File: src/rtl/led_blink_scheduler_assert.svh
// Assertion macros for the LED blink scheduler.
`ifndef LED_BLINK_SCHEDULER_ASSERT_SVH
`define LED_BLINK_SCHEDULER_ASSERT_SVH
`ifndef SYNTHESIS
`define LBS_ASSERT_SAME(label, ante, cons) \
  label: assert property (@(posedge clk) disable iff (!rst_n) (ante) |-> (cons)) \
    else $error("led_blink_scheduler assertion failed");
`define LBS_ASSERT_NEXT(label, ante, cons) \
  label: assert property (@(posedge clk) disable iff (!rst_n) (ante) |=> (cons)) \
    else $error("led_blink_scheduler assertion failed");
`else
`define LBS_ASSERT_SAME(label, ante, cons)
`define LBS_ASSERT_NEXT(label, ante, cons)
`endif
`endif

File: src/rtl/lbs_pkg.sv
// Shared types and constants of the LED blink scheduler.
`default_nettype none
package lbs_pkg;

  localparam int TIME_BITS = 32;
  localparam int MS_W      = 16;
  localparam int TPM_W     = 10;
  localparam int CNT_W     = 16;
  localparam int PROD_W    = MS_W + TPM_W;

  typedef logic [TIME_BITS-1:0] time_t;

  typedef enum logic [2:0] {
    REQ_POLL  = 3'd0,
    REQ_ON    = 3'd1,
    REQ_OFF   = 3'd2,
    REQ_TIMED = 3'd3,
    REQ_BLINK = 3'd4,
    REQ_CHECK = 3'd5
  } req_t;

  typedef enum logic [1:0] {
    MODE_IDLE  = 2'd0,
    MODE_TIMED = 2'd1,
    MODE_BLINK = 2'd2
  } mode_t;

  typedef enum logic [1:0] {
    CFG_IDLE_ON  = 2'd0,
    CFG_IDLE_OFF = 2'd1,
    CFG_TICKS    = 2'd2
  } cfg_idx_t;

  typedef struct packed {
    logic [MS_W-1:0]  idle_on_ms;
    logic [MS_W-1:0]  idle_off_ms;
    logic [TPM_W-1:0] ticks_per_ms;
  } cfg_t;

  typedef struct packed {
    logic [2:0]       req;
    time_t            now;
    logic             act;
    logic             on_zero;
    logic             off_zero;
    time_t            on_ticks;
    time_t            off_ticks;
    logic [CNT_W-1:0] count;
  } item_t;

endpackage
`default_nettype wire

File: src/rtl/lbs_in_if.sv
// Input channel of the LED blink scheduler.
`default_nettype none
interface lbs_in_if;
  import lbs_pkg::*;
  logic             valid;
  logic             ready;
  logic [2:0]       req_type;
  logic [31:0]      now_tick;
  logic             run_active;
  logic [MS_W-1:0]  lit_ms;
  logic [MS_W-1:0]  off_ms;
  logic [CNT_W-1:0] pulse_cnt;
  modport source (output valid, req_type, now_tick, run_active, lit_ms, off_ms,
                  pulse_cnt, input ready);
  modport sink (input valid, req_type, now_tick, run_active, lit_ms, off_ms,
                pulse_cnt, output ready);
endinterface
`default_nettype wire

File: src/rtl/lbs_out_if.sv
// Result channel of the LED blink scheduler.
`default_nettype none
interface lbs_out_if;
  logic       valid;
  logic       ready;
  logic       led_lit;
  logic [1:0] drv_mode;
  modport source (output valid, led_lit, drv_mode, input ready);
  modport sink (input valid, led_lit, drv_mode, output ready);
endinterface
`default_nettype wire

File: src/rtl/lbs_cfg_if.sv
// Configuration write channel of the LED blink scheduler.
`default_nettype none
interface lbs_cfg_if;
  import lbs_pkg::*;
  logic            valid;
  logic            ready;
  logic [1:0]      index;
  logic [MS_W-1:0] data;
  modport source (output valid, index, data, input ready);
  modport sink (input valid, index, data, output ready);
endinterface
`default_nettype wire

File: src/rtl/led_blink_scheduler.sv
// Top level of the LED blink scheduler.
// An accepted beat is held in the input register of lbs_front; its result then goes to the result register of lbs_core.
// Throughput: one beat per cycle while out_ch.ready does not stall; the LED state is computed combinationally.
// The input register and the result register let a new beat enter while a result waits.
// Reset (synchronous, active low) clears the LED state and restores the register defaults.
`default_nettype none
module led_blink_scheduler (
  input  logic      clk,
  input  logic      rst_n,
  lbs_in_if.sink    in_ch,
  lbs_out_if.source out_ch,
  lbs_cfg_if.sink   cfg_ch
);
  import lbs_pkg::*;

  `include "led_blink_scheduler_assert.svh"

  cfg_t  cfg;
  item_t itm;
  logic  itm_valid;
  logic  take;

  lbs_cfg_regs u_cfg (
    .clk    (clk),
    .rst_n  (rst_n),
    .cfg_ch (cfg_ch),
    .cfg    (cfg)
  );

  lbs_front u_front (
    .clk       (clk),
    .rst_n     (rst_n),
    .in_ch     (in_ch),
    .cfg       (cfg),
    .take      (take),
    .itm_valid (itm_valid),
    .itm       (itm)
  );

  lbs_core u_core (
    .clk       (clk),
    .rst_n     (rst_n),
    .itm_valid (itm_valid),
    .itm       (itm),
    .take      (take),
    .out_ch    (out_ch)
  );

  `LBS_ASSERT_SAME(a_timed_is_lit, out_ch.valid && (out_ch.drv_mode == MODE_TIMED), out_ch.led_lit)
  `LBS_ASSERT_NEXT(a_beat_held, in_ch.valid && in_ch.ready, itm_valid)
  `LBS_ASSERT_NEXT(a_take_fills_out, take, out_ch.valid)

endmodule
`default_nettype wire

File: src/rtl/lbs_cfg_regs.sv
// Configuration registers of the LED blink scheduler.
`default_nettype none
module lbs_cfg_regs (
  input  logic          clk,
  input  logic          rst_n,
  lbs_cfg_if.sink       cfg_ch,
  output lbs_pkg::cfg_t cfg
);
  import lbs_pkg::*;

  cfg_t cfg_r;

  assign cfg_ch.ready = 1'b1;
  assign cfg          = cfg_r;

  always_ff @(posedge clk) begin
    if (!rst_n) begin
      cfg_r.idle_on_ms   <= MS_W'(1000);
      cfg_r.idle_off_ms  <= MS_W'(1000);
      cfg_r.ticks_per_ms <= TPM_W'(10);
    end else if (cfg_ch.valid) begin
      case (cfg_ch.index)
        CFG_IDLE_ON:  cfg_r.idle_on_ms   <= cfg_ch.data;
        CFG_IDLE_OFF: cfg_r.idle_off_ms  <= cfg_ch.data;
        CFG_TICKS:    cfg_r.ticks_per_ms <= cfg_ch.data[TPM_W-1:0];
        default:      ;
      endcase
    end
  end

endmodule
`default_nettype wire

File: src/rtl/lbs_front.sv
// Input register stage: captures a beat and converts its durations to ticks.
`default_nettype none
module lbs_front (
  input  logic           clk,
  input  logic           rst_n,
  lbs_in_if.sink         in_ch,
  input  lbs_pkg::cfg_t  cfg,
  input  logic           take,
  output logic           itm_valid,
  output lbs_pkg::item_t itm
);
  import lbs_pkg::*;

  logic              s1_v_r;
  item_t             itm_r;
  item_t             itm_nxt;
  logic              poll;
  logic [MS_W-1:0]   on_ms;
  logic [MS_W-1:0]   off_ms_sel;
  logic [PROD_W-1:0] on_prod;
  logic [PROD_W-1:0] off_prod;
  logic              accept;

  assign in_ch.ready = !s1_v_r || take;
  assign accept      = in_ch.valid && in_ch.ready;
  assign itm_valid   = s1_v_r;
  assign itm         = itm_r;

  always_comb begin
    poll       = (in_ch.req_type == REQ_POLL);
    on_ms      = poll ? cfg.idle_on_ms : in_ch.lit_ms;
    off_ms_sel = poll ? cfg.idle_off_ms : in_ch.off_ms;
    on_prod    = {{TPM_W{1'b0}}, on_ms} * {{MS_W{1'b0}}, cfg.ticks_per_ms};
    off_prod   = {{TPM_W{1'b0}}, off_ms_sel} * {{MS_W{1'b0}}, cfg.ticks_per_ms};
    itm_nxt.req       = in_ch.req_type;
    itm_nxt.now       = time_t'(in_ch.now_tick);
    itm_nxt.act       = in_ch.run_active;
    itm_nxt.on_zero   = (on_ms == '0);
    itm_nxt.off_zero  = (off_ms_sel == '0);
    itm_nxt.on_ticks  = time_t'(on_prod);
    itm_nxt.off_ticks = time_t'(off_prod);
    itm_nxt.count     = poll ? '0 : in_ch.pulse_cnt;
  end

  always_ff @(posedge clk) begin
    if (!rst_n) begin
      s1_v_r <= 1'b0;
    end else if (accept) begin
      s1_v_r <= 1'b1;
    end else if (take) begin
      s1_v_r <= 1'b0;
    end
  end

  always_ff @(posedge clk) begin
    if (accept) begin
      itm_r <= itm_nxt;
    end
  end

endmodule
`default_nettype wire

File: src/rtl/lbs_core.sv
// LED state update and result register.
`default_nettype none
module lbs_core (
  input  logic           clk,
  input  logic           rst_n,
  input  logic           itm_valid,
  input  lbs_pkg::item_t itm,
  output logic           take,
  lbs_out_if.source      out_ch
);
  import lbs_pkg::*;

  typedef struct packed {
    logic             lit;
    mode_t            mode;
    logic             phase_on;
    time_t            deadline;
    time_t            on_ticks;
    time_t            off_ticks;
    logic [CNT_W-1:0] remaining;
    logic             known;
    logic             last;
  } st_t;

  st_t        st_r;
  st_t        st_nxt;
  logic       out_v_r;
  logic       out_lit_r;
  logic [1:0] out_mode_r;
  logic       fresh;
  logic       timing;
  logic       reached;
  time_t      sum_new_on;
  time_t      sum_old_on;
  time_t      sum_off;
  time_t      diff;

  function automatic st_t set_level(st_t s, logic v);
    st_t r;
    r           = s;
    r.lit       = v;
    r.mode      = MODE_IDLE;
    r.phase_on  = 1'b0;
    r.deadline  = '0;
    r.on_ticks  = '0;
    r.off_ticks = '0;
    r.remaining = '0;
    return r;
  endfunction

  assign take           = itm_valid && (!out_v_r || out_ch.ready);
  assign out_ch.valid   = out_v_r;
  assign out_ch.led_lit  = out_lit_r;
  assign out_ch.drv_mode = out_mode_r;

  always_comb begin
    st_nxt     = st_r;
    fresh      = 1'b0;
    timing     = 1'b0;
    sum_new_on = itm.now + itm.on_ticks;
    sum_old_on = itm.now + st_r.on_ticks;
    diff       = itm.now - st_r.deadline;
    case (itm.req)
      REQ_POLL: begin
        if (!st_r.known || (st_r.last != itm.act)) begin
          st_nxt.known = 1'b1;
          st_nxt.last  = itm.act;
          if (itm.act) begin
            st_nxt = set_level(st_nxt, 1'b1);
          end else if (itm.on_zero || itm.off_zero) begin
            st_nxt = set_level(st_nxt, 1'b0);
          end else begin
            st_nxt.lit       = 1'b1;
            st_nxt.mode      = MODE_BLINK;
            st_nxt.phase_on  = 1'b1;
            st_nxt.on_ticks  = itm.on_ticks;
            st_nxt.off_ticks = itm.off_ticks;
            st_nxt.remaining = itm.count;
            st_nxt.deadline  = sum_new_on;
            fresh            = 1'b1;
          end
        end
        timing = 1'b1;
      end
      REQ_ON:  st_nxt = set_level(st_nxt, 1'b1);
      REQ_OFF: st_nxt = set_level(st_nxt, 1'b0);
      REQ_TIMED: begin
        if (itm.on_zero) begin
          st_nxt = set_level(st_nxt, 1'b0);
        end else begin
          st_nxt          = set_level(st_nxt, 1'b1);
          st_nxt.mode     = MODE_TIMED;
          st_nxt.deadline = sum_new_on;
        end
      end
      REQ_BLINK: begin
        if (itm.on_zero || itm.off_zero) begin
          st_nxt = set_level(st_nxt, 1'b0);
        end else begin
          st_nxt.lit       = 1'b1;
          st_nxt.mode      = MODE_BLINK;
          st_nxt.phase_on  = 1'b1;
          st_nxt.on_ticks  = itm.on_ticks;
          st_nxt.off_ticks = itm.off_ticks;
          st_nxt.remaining = itm.count;
          st_nxt.deadline  = sum_new_on;
        end
      end
      REQ_CHECK: timing = 1'b1;
      default:   ;
    endcase

    // A freshly started blink has its deadline one on time ahead of now.
    reached = fresh ? (itm.on_ticks == '0) : !diff[TIME_BITS-1];
    sum_off = itm.now + (fresh ? itm.off_ticks : st_r.off_ticks);

    if (timing && (st_nxt.mode != MODE_IDLE) && reached) begin
      if (st_nxt.mode == MODE_TIMED) begin
        st_nxt = set_level(st_nxt, 1'b0);
      end else if (st_nxt.phase_on) begin
        st_nxt.lit      = 1'b0;
        st_nxt.phase_on = 1'b0;
        st_nxt.deadline = sum_off;
      end else if (st_nxt.remaining == CNT_W'(1)) begin
        st_nxt = set_level(st_nxt, 1'b0);
      end else begin
        if (st_nxt.remaining != '0) begin
          st_nxt.remaining = st_nxt.remaining - CNT_W'(1);
        end
        st_nxt.lit      = 1'b1;
        st_nxt.phase_on = 1'b1;
        st_nxt.deadline = sum_old_on;
      end
    end
  end

  always_ff @(posedge clk) begin
    if (!rst_n) begin
      st_r    <= '0;
      out_v_r <= 1'b0;
    end else if (take) begin
      st_r    <= st_nxt;
      out_v_r <= 1'b1;
    end else if (out_ch.ready) begin
      out_v_r <= 1'b0;
    end
  end

  always_ff @(posedge clk) begin
    if (take) begin
      out_lit_r  <= st_nxt.lit;
      out_mode_r <= st_nxt.mode;
    end
  end

endmodule
`default_nettype wire
File: src/flat_wrapper.sv
// flat-port wrapper written by rule: the top's interface ports become plain ports
module led_blink_scheduler_flat import lbs_pkg::*;
  (clk, rst_n, in_ch_valid, in_ch_req_type, in_ch_now_tick, in_ch_run_active, in_ch_lit_ms, in_ch_off_ms, in_ch_pulse_cnt, in_ch_ready, out_ch_valid, out_ch_led_lit, out_ch_drv_mode, out_ch_ready, cfg_ch_valid, cfg_ch_index, cfg_ch_data, cfg_ch_ready);
  lbs_in_if in_ch_i ();
  lbs_out_if out_ch_i ();
  lbs_cfg_if cfg_ch_i ();
  input  logic clk;
  input  logic rst_n;
  input wire logic [$bits(in_ch_i.valid)-1:0] in_ch_valid;
  input wire logic [$bits(in_ch_i.req_type)-1:0] in_ch_req_type;
  input wire logic [$bits(in_ch_i.now_tick)-1:0] in_ch_now_tick;
  input wire logic [$bits(in_ch_i.run_active)-1:0] in_ch_run_active;
  input wire logic [$bits(in_ch_i.lit_ms)-1:0] in_ch_lit_ms;
  input wire logic [$bits(in_ch_i.off_ms)-1:0] in_ch_off_ms;
  input wire logic [$bits(in_ch_i.pulse_cnt)-1:0] in_ch_pulse_cnt;
  output wire logic [$bits(in_ch_i.ready)-1:0] in_ch_ready;
  output wire logic [$bits(out_ch_i.valid)-1:0] out_ch_valid;
  output wire logic [$bits(out_ch_i.led_lit)-1:0] out_ch_led_lit;
  output wire logic [$bits(out_ch_i.drv_mode)-1:0] out_ch_drv_mode;
  input wire logic [$bits(out_ch_i.ready)-1:0] out_ch_ready;
  input wire logic [$bits(cfg_ch_i.valid)-1:0] cfg_ch_valid;
  input wire logic [$bits(cfg_ch_i.index)-1:0] cfg_ch_index;
  input wire logic [$bits(cfg_ch_i.data)-1:0] cfg_ch_data;
  output wire logic [$bits(cfg_ch_i.ready)-1:0] cfg_ch_ready;
  assign in_ch_i.valid = in_ch_valid;
  assign in_ch_i.req_type = in_ch_req_type;
  assign in_ch_i.now_tick = in_ch_now_tick;
  assign in_ch_i.run_active = in_ch_run_active;
  assign in_ch_i.lit_ms = in_ch_lit_ms;
  assign in_ch_i.off_ms = in_ch_off_ms;
  assign in_ch_i.pulse_cnt = in_ch_pulse_cnt;
  assign in_ch_ready = in_ch_i.ready;
  assign out_ch_valid = out_ch_i.valid;
  assign out_ch_led_lit = out_ch_i.led_lit;
  assign out_ch_drv_mode = out_ch_i.drv_mode;
  assign out_ch_i.ready = out_ch_ready;
  assign cfg_ch_i.valid = cfg_ch_valid;
  assign cfg_ch_i.index = cfg_ch_index;
  assign cfg_ch_i.data = cfg_ch_data;
  assign cfg_ch_ready = cfg_ch_i.ready;
  led_blink_scheduler u_core (.clk(clk), .rst_n(rst_n), .in_ch(in_ch_i), .out_ch(out_ch_i), .cfg_ch(cfg_ch_i));
endmodule
File: config.mk
export PLATFORM = sky130hd
export DESIGN_NAME = led_blink_scheduler_flat
export DESIGN_NICKNAME = d
export VERILOG_FILES = /design/src/rtl/lbs_pkg.sv /design/src/rtl/lbs_in_if.sv /design/src/rtl/lbs_out_if.sv /design/src/rtl/lbs_cfg_if.sv /design/src/rtl/led_blink_scheduler.sv /design/src/rtl/lbs_cfg_regs.sv /design/src/rtl/lbs_front.sv /design/src/rtl/lbs_core.sv /design/src/flat_wrapper.sv
export VERILOG_INCLUDE_DIRS = /design/src /design/src/rtl
export SDC_FILE = /design/constraint.sdc
export NUM_CORES = 2
export LEC_CHECK = 0
export BUFFER_PORTS_ARGS = -buffer_cell sky130_fd_sc_hd__buf_2
export CAP_MARGIN = 20
export CORE_MARGIN = 4
export CORE_UTILIZATION = 31
export CTS_CLUSTER_DIAMETER = 100
export DETAILED_ROUTE_END_ITERATION = 10
export PLACE_DENSITY_LB_ADDON = 0.3
export SLEW_MARGIN = 10
export SYNTH_ARGS = -nofsm -noshare
export SYNTH_HDL_FRONTEND = slang
export SYNTH_SLANG_ARGS = --single-unit
File: constraint.sdc
create_clock -name clk -period 11.7 [get_ports clk]
set_input_delay 2.34 -clock clk [delete_from_list [all_inputs] [get_ports clk]]
set_output_delay 2.34 -clock clk [all_outputs]
set_load 0.02 [all_outputs]
==> flow_summary.json <==
{
  "critPathMaxFanout": 49,
  "cts_root_buffer": "clkbuf_16",
  "die_area_um2": 90100,
  "rsz0062_at_grt": "no",
  "synth_nets": 3553,
  "syn_to_final_growth_pct": 10.8,
  "synth_ff_type": "dfxtp_1",
  "ys_async_sr_fraction": 0,
  "ys_seq_area_frac": 0.246,
  "crit_required_ns": 11.99,
  "vias": 21400,
  "antenna_found_initial": 0,
  "maxCapViolCount": 0,
  "maxSlewViolCount": 0,
  "fin_nets": 3586,
  "cts_inserted_buffers": 36,
  "syn_inst": 2981,
  "max-clock-path-buffers": 3,
  "final_util": 0.348,
  "crit_path_end_kind": "register",
  "drt_iter0_drc": 1265,
  "ys_warn_count": 0,
  "worst_ir_drop_vdd_uv": 88.1,
  "post-route-drc-count": 0,
  "pin_count": 113,
  "setup_viol_count_final": 0,
  "firstDrtPassIters": 5,
  "fp.dieH_um": 300,
  "grt_usage": 0.174,
  "synth_top_area_frac": 0.169,
  "synth_area_per_cell_um2": 8.87,
  "fin_skew_ns": 0.0275,
  "crit_path_start_kind": "input port",
  "synthDistinctLibCells": 80,
  "final-seq-area_um2": 6520,
  "cts_tree": "done",
  "cts.sinks": 271,
  "holdBufCountCts": 0,
  "syn_area_um2": 26400,
  "max_slew_margin": 0.244,
  "hold_class": "reg2reg",
  "coreArea_um2": 84100,
  "gp_congestion": 0.875,
  "multiInputGateArea_um2": 18200,
  "p_per_area_nw_per_um2": 125,
  "status": "completed",
  "drive_gt1_frac": 0.0891,
  "wl_per_cell_um": 18.7,
  "yosys_register_bits": 271,
  "max_freq_mhz": 119,
  "htreeDepth": 2,
  "post_cts_buffers": 0,
  "viasPerCell": 5.12,
  "port_buffers": 111,
  "arrival_ns": 8.71,
  "grt_pass1_vias": 21800,
  "period_minus_slack_ns": 8.42,
  "grt_pass1_wl_um": 125000,
  "yosys.area.top_type": "fa_1",
  "drt_wl_total_um": 78100,
  "insertion_delay_ns": 0.56,
  "rows": 106,
  "cts.repair.resized": 0,
  "num-fill-cells": 8817,
  "hold_violations": 0,
  "path_clk_slew_ns": 0.06,
  "setup_tns_ns": 0,
  "grt_overflow": 0,
  "initial_core_util": 0.315,
  "period_share": 0.719,
  "grt_max_degree": 65,
  "criticalPathCategory": "in2reg",
  "leakagePower_uw": 0.0132,
  "antenna_cells": 0,
  "chipWidth_um": 300,
  "dp.final_hpwl_um": 59200,
  "ant_nets": 0,
  "synth_edf_count": 109,
  "tightest_slew_ns": 1.13,
  "ys_top_cells_by_area": "fa_1, edfxtp_1, dfxtp_1, ha_1, nand2_1"
}
power by group:
part	leakage (µW)	total [µW]	internal [µW]	switching, µW
Clock	0.000588	1120	670	453
Combinational	0.0102	1320	526	795
Sequential	0.00239	1210	1110	97.9
Total	0.0132	3650	2310	1350
area by class of cell:
| cell class | count | area share |
|---|---|---|
| timing repair buffer | 142 | 0.0269 |
| clock buffer | 52 | 0.0370 |
| inverter | 304 | 0.0389 |
| clock inverter | 14 | 0.00401 |
| tap | 1134 | 0.0484 |
| multi-input combinational | 2259 | 0.622 |
| sequential | 271 | 0.222 |
state kept, by name (all words and copies together), names as in the netlist:
register / flops
u_core.u_core.out_ch.valid: 1
u_core.u_front.itm_valid: 1
u_core.u_front.itm: 106
u_core.u_core.st_r: 118
u_core.u_cfg.cfg: 42
u_core.u_core.out_ch.drv_mode: 2
u_core.u_core.out_ch.led_lit: 1
synth_stat cells (all sizes together), types with 5 or more instances:
| library cell | number |
|---|---|
| o21ai | 118 |
| mux2 | 32 |
| nand2b | 23 |
| buf | 17 |
| edfxtp | 109 |
| nor2 | 86 |
| o21bai | 28 |
| o211ai | 18 |
| and2 | 169 |
| nand2 | 426 |
| fa | 223 |
| clkbuf | 130 |
| a32oi | 6 |
| a31oi | 24 |
| mux2i | 9 |
| nand3 | 50 |
| a21o | 75 |
| nor4 | 15 |
| a221oi | 16 |
| a31o | 6 |
| ha | 242 |
| and3 | 14 |
| a211oi | 30 |
| a311oi | 9 |
| nand4 | 20 |
| a41oi | 5 |
| a22o | 54 |
| xnor2 | 83 |
| a22oi | 22 |
| and4 | 11 |
| dfxtp | 162 |
| o21a | 22 |
| o31ai | 7 |
| or2 | 12 |
| a21oi | 215 |
| o22ai | 15 |
| or3 | 6 |
| nor3 | 26 |
| inv | 303 |
| xor2 | 49 |
| a211o | 7 |
| nor2b | 38 |
cells in the final DEF, fill, tap and decap left out, types with 31 or more instances in the layout:
cell,n
a21o_1,75
a21oi_1,213
a22o_1,54
and2_1,167
buf_2,111
buf_4,31
clkbuf_16,39
dfxtp_1,162
edfxtp_1,109
fa_1,223
ha_1,242
inv_1,302
mux2_2,32
nand2_1,426
nand3_1,50
nor2_1,85
nor2b_1,38
o21ai_0,116
xnor2_1,83
xor2_1,49
critical path: stages:
cell	delay, ns
buf_2	0.11
nor3_2	0.16
buf_4	0.57
mux2_2	0.52
and2_1	0.21
fa_1	0.53
inv_1	0.05
fa_1	0.41
inv_1	0.08
fa_1	0.44
fa_1	0.50
inv_1	0.05
fa_1	0.47
inv_1	0.04
ha_1	0.34
and3_1	0.22
nand3_1	0.10
a211oi_1	0.22
nor3_1	0.09
a211oi_1	0.68
a21oi_1	0.19
o21ai_0	0.23
xnor2_1	0.10
metal layers:
layer | part of all wire | track usage
met4 | 0.033 | 0.0563
met5 | 0 | 0
met3 | 0.043 | 0.0178
met1 | 0.44 | 0.227
met2 | 0.48 | 0.302
cells by family (layout without fill, tap and decap cells):
family	count (synthesis)	after routing	synth area share
multiplexers	41	41	0.0170
XOR/XNOR	132	132	0.0437
buffers and inverters	451	512	0.0661
AND/OR/NAND/NOR	907	907	0.166
other	1	1	0.000142
adder cells (fa/ha/maj)	465	465	0.283
flip-flops	271	271	0.246
AO/OA/AOI/OAI	713	713	0.178
final timing paths:
path / depth (start not counted) / endpoint / slack, ns / start
max: 23 / u_core.u_front.itm[69] / 3.28 / in_ch_req_type[1]
min: 1 / u_core.u_core.st_r[44] / 0.45 / u_core.u_core.st_r[44]
max reg2reg: 18 / u_core.u_front.itm[69] / 5.46 / u_core.u_cfg.cfg[9]
min reg2reg: 1 / u_core.u_core.st_r[44] / 0.45 / u_core.u_core.st_r[44]
per-stage QoR:
stage / setup WS (ns) / hold WS, ns / std cells / total power (µW) / area, µm²
3_3_place_gp: 2.86 / 0.435 / 4109 / 2540 / 28100
6_report: 3.28 / 0.450 / 4176 / 3650 / 29300
3_5_place_dp: 2.71 / 0.439 / 4110 / 2540 / 28100
2_1_floorplan: 3.47 / 0.421 / 2981 / 2160 / 26400
5_1_grt: 2.77 / 0.465 / 4176 / 3930 / 29300
4_1_cts: 3.29 / 0.452 / 4176 / 3690 / 29300
No activity file was read; power rests on OpenSTA's default activity.
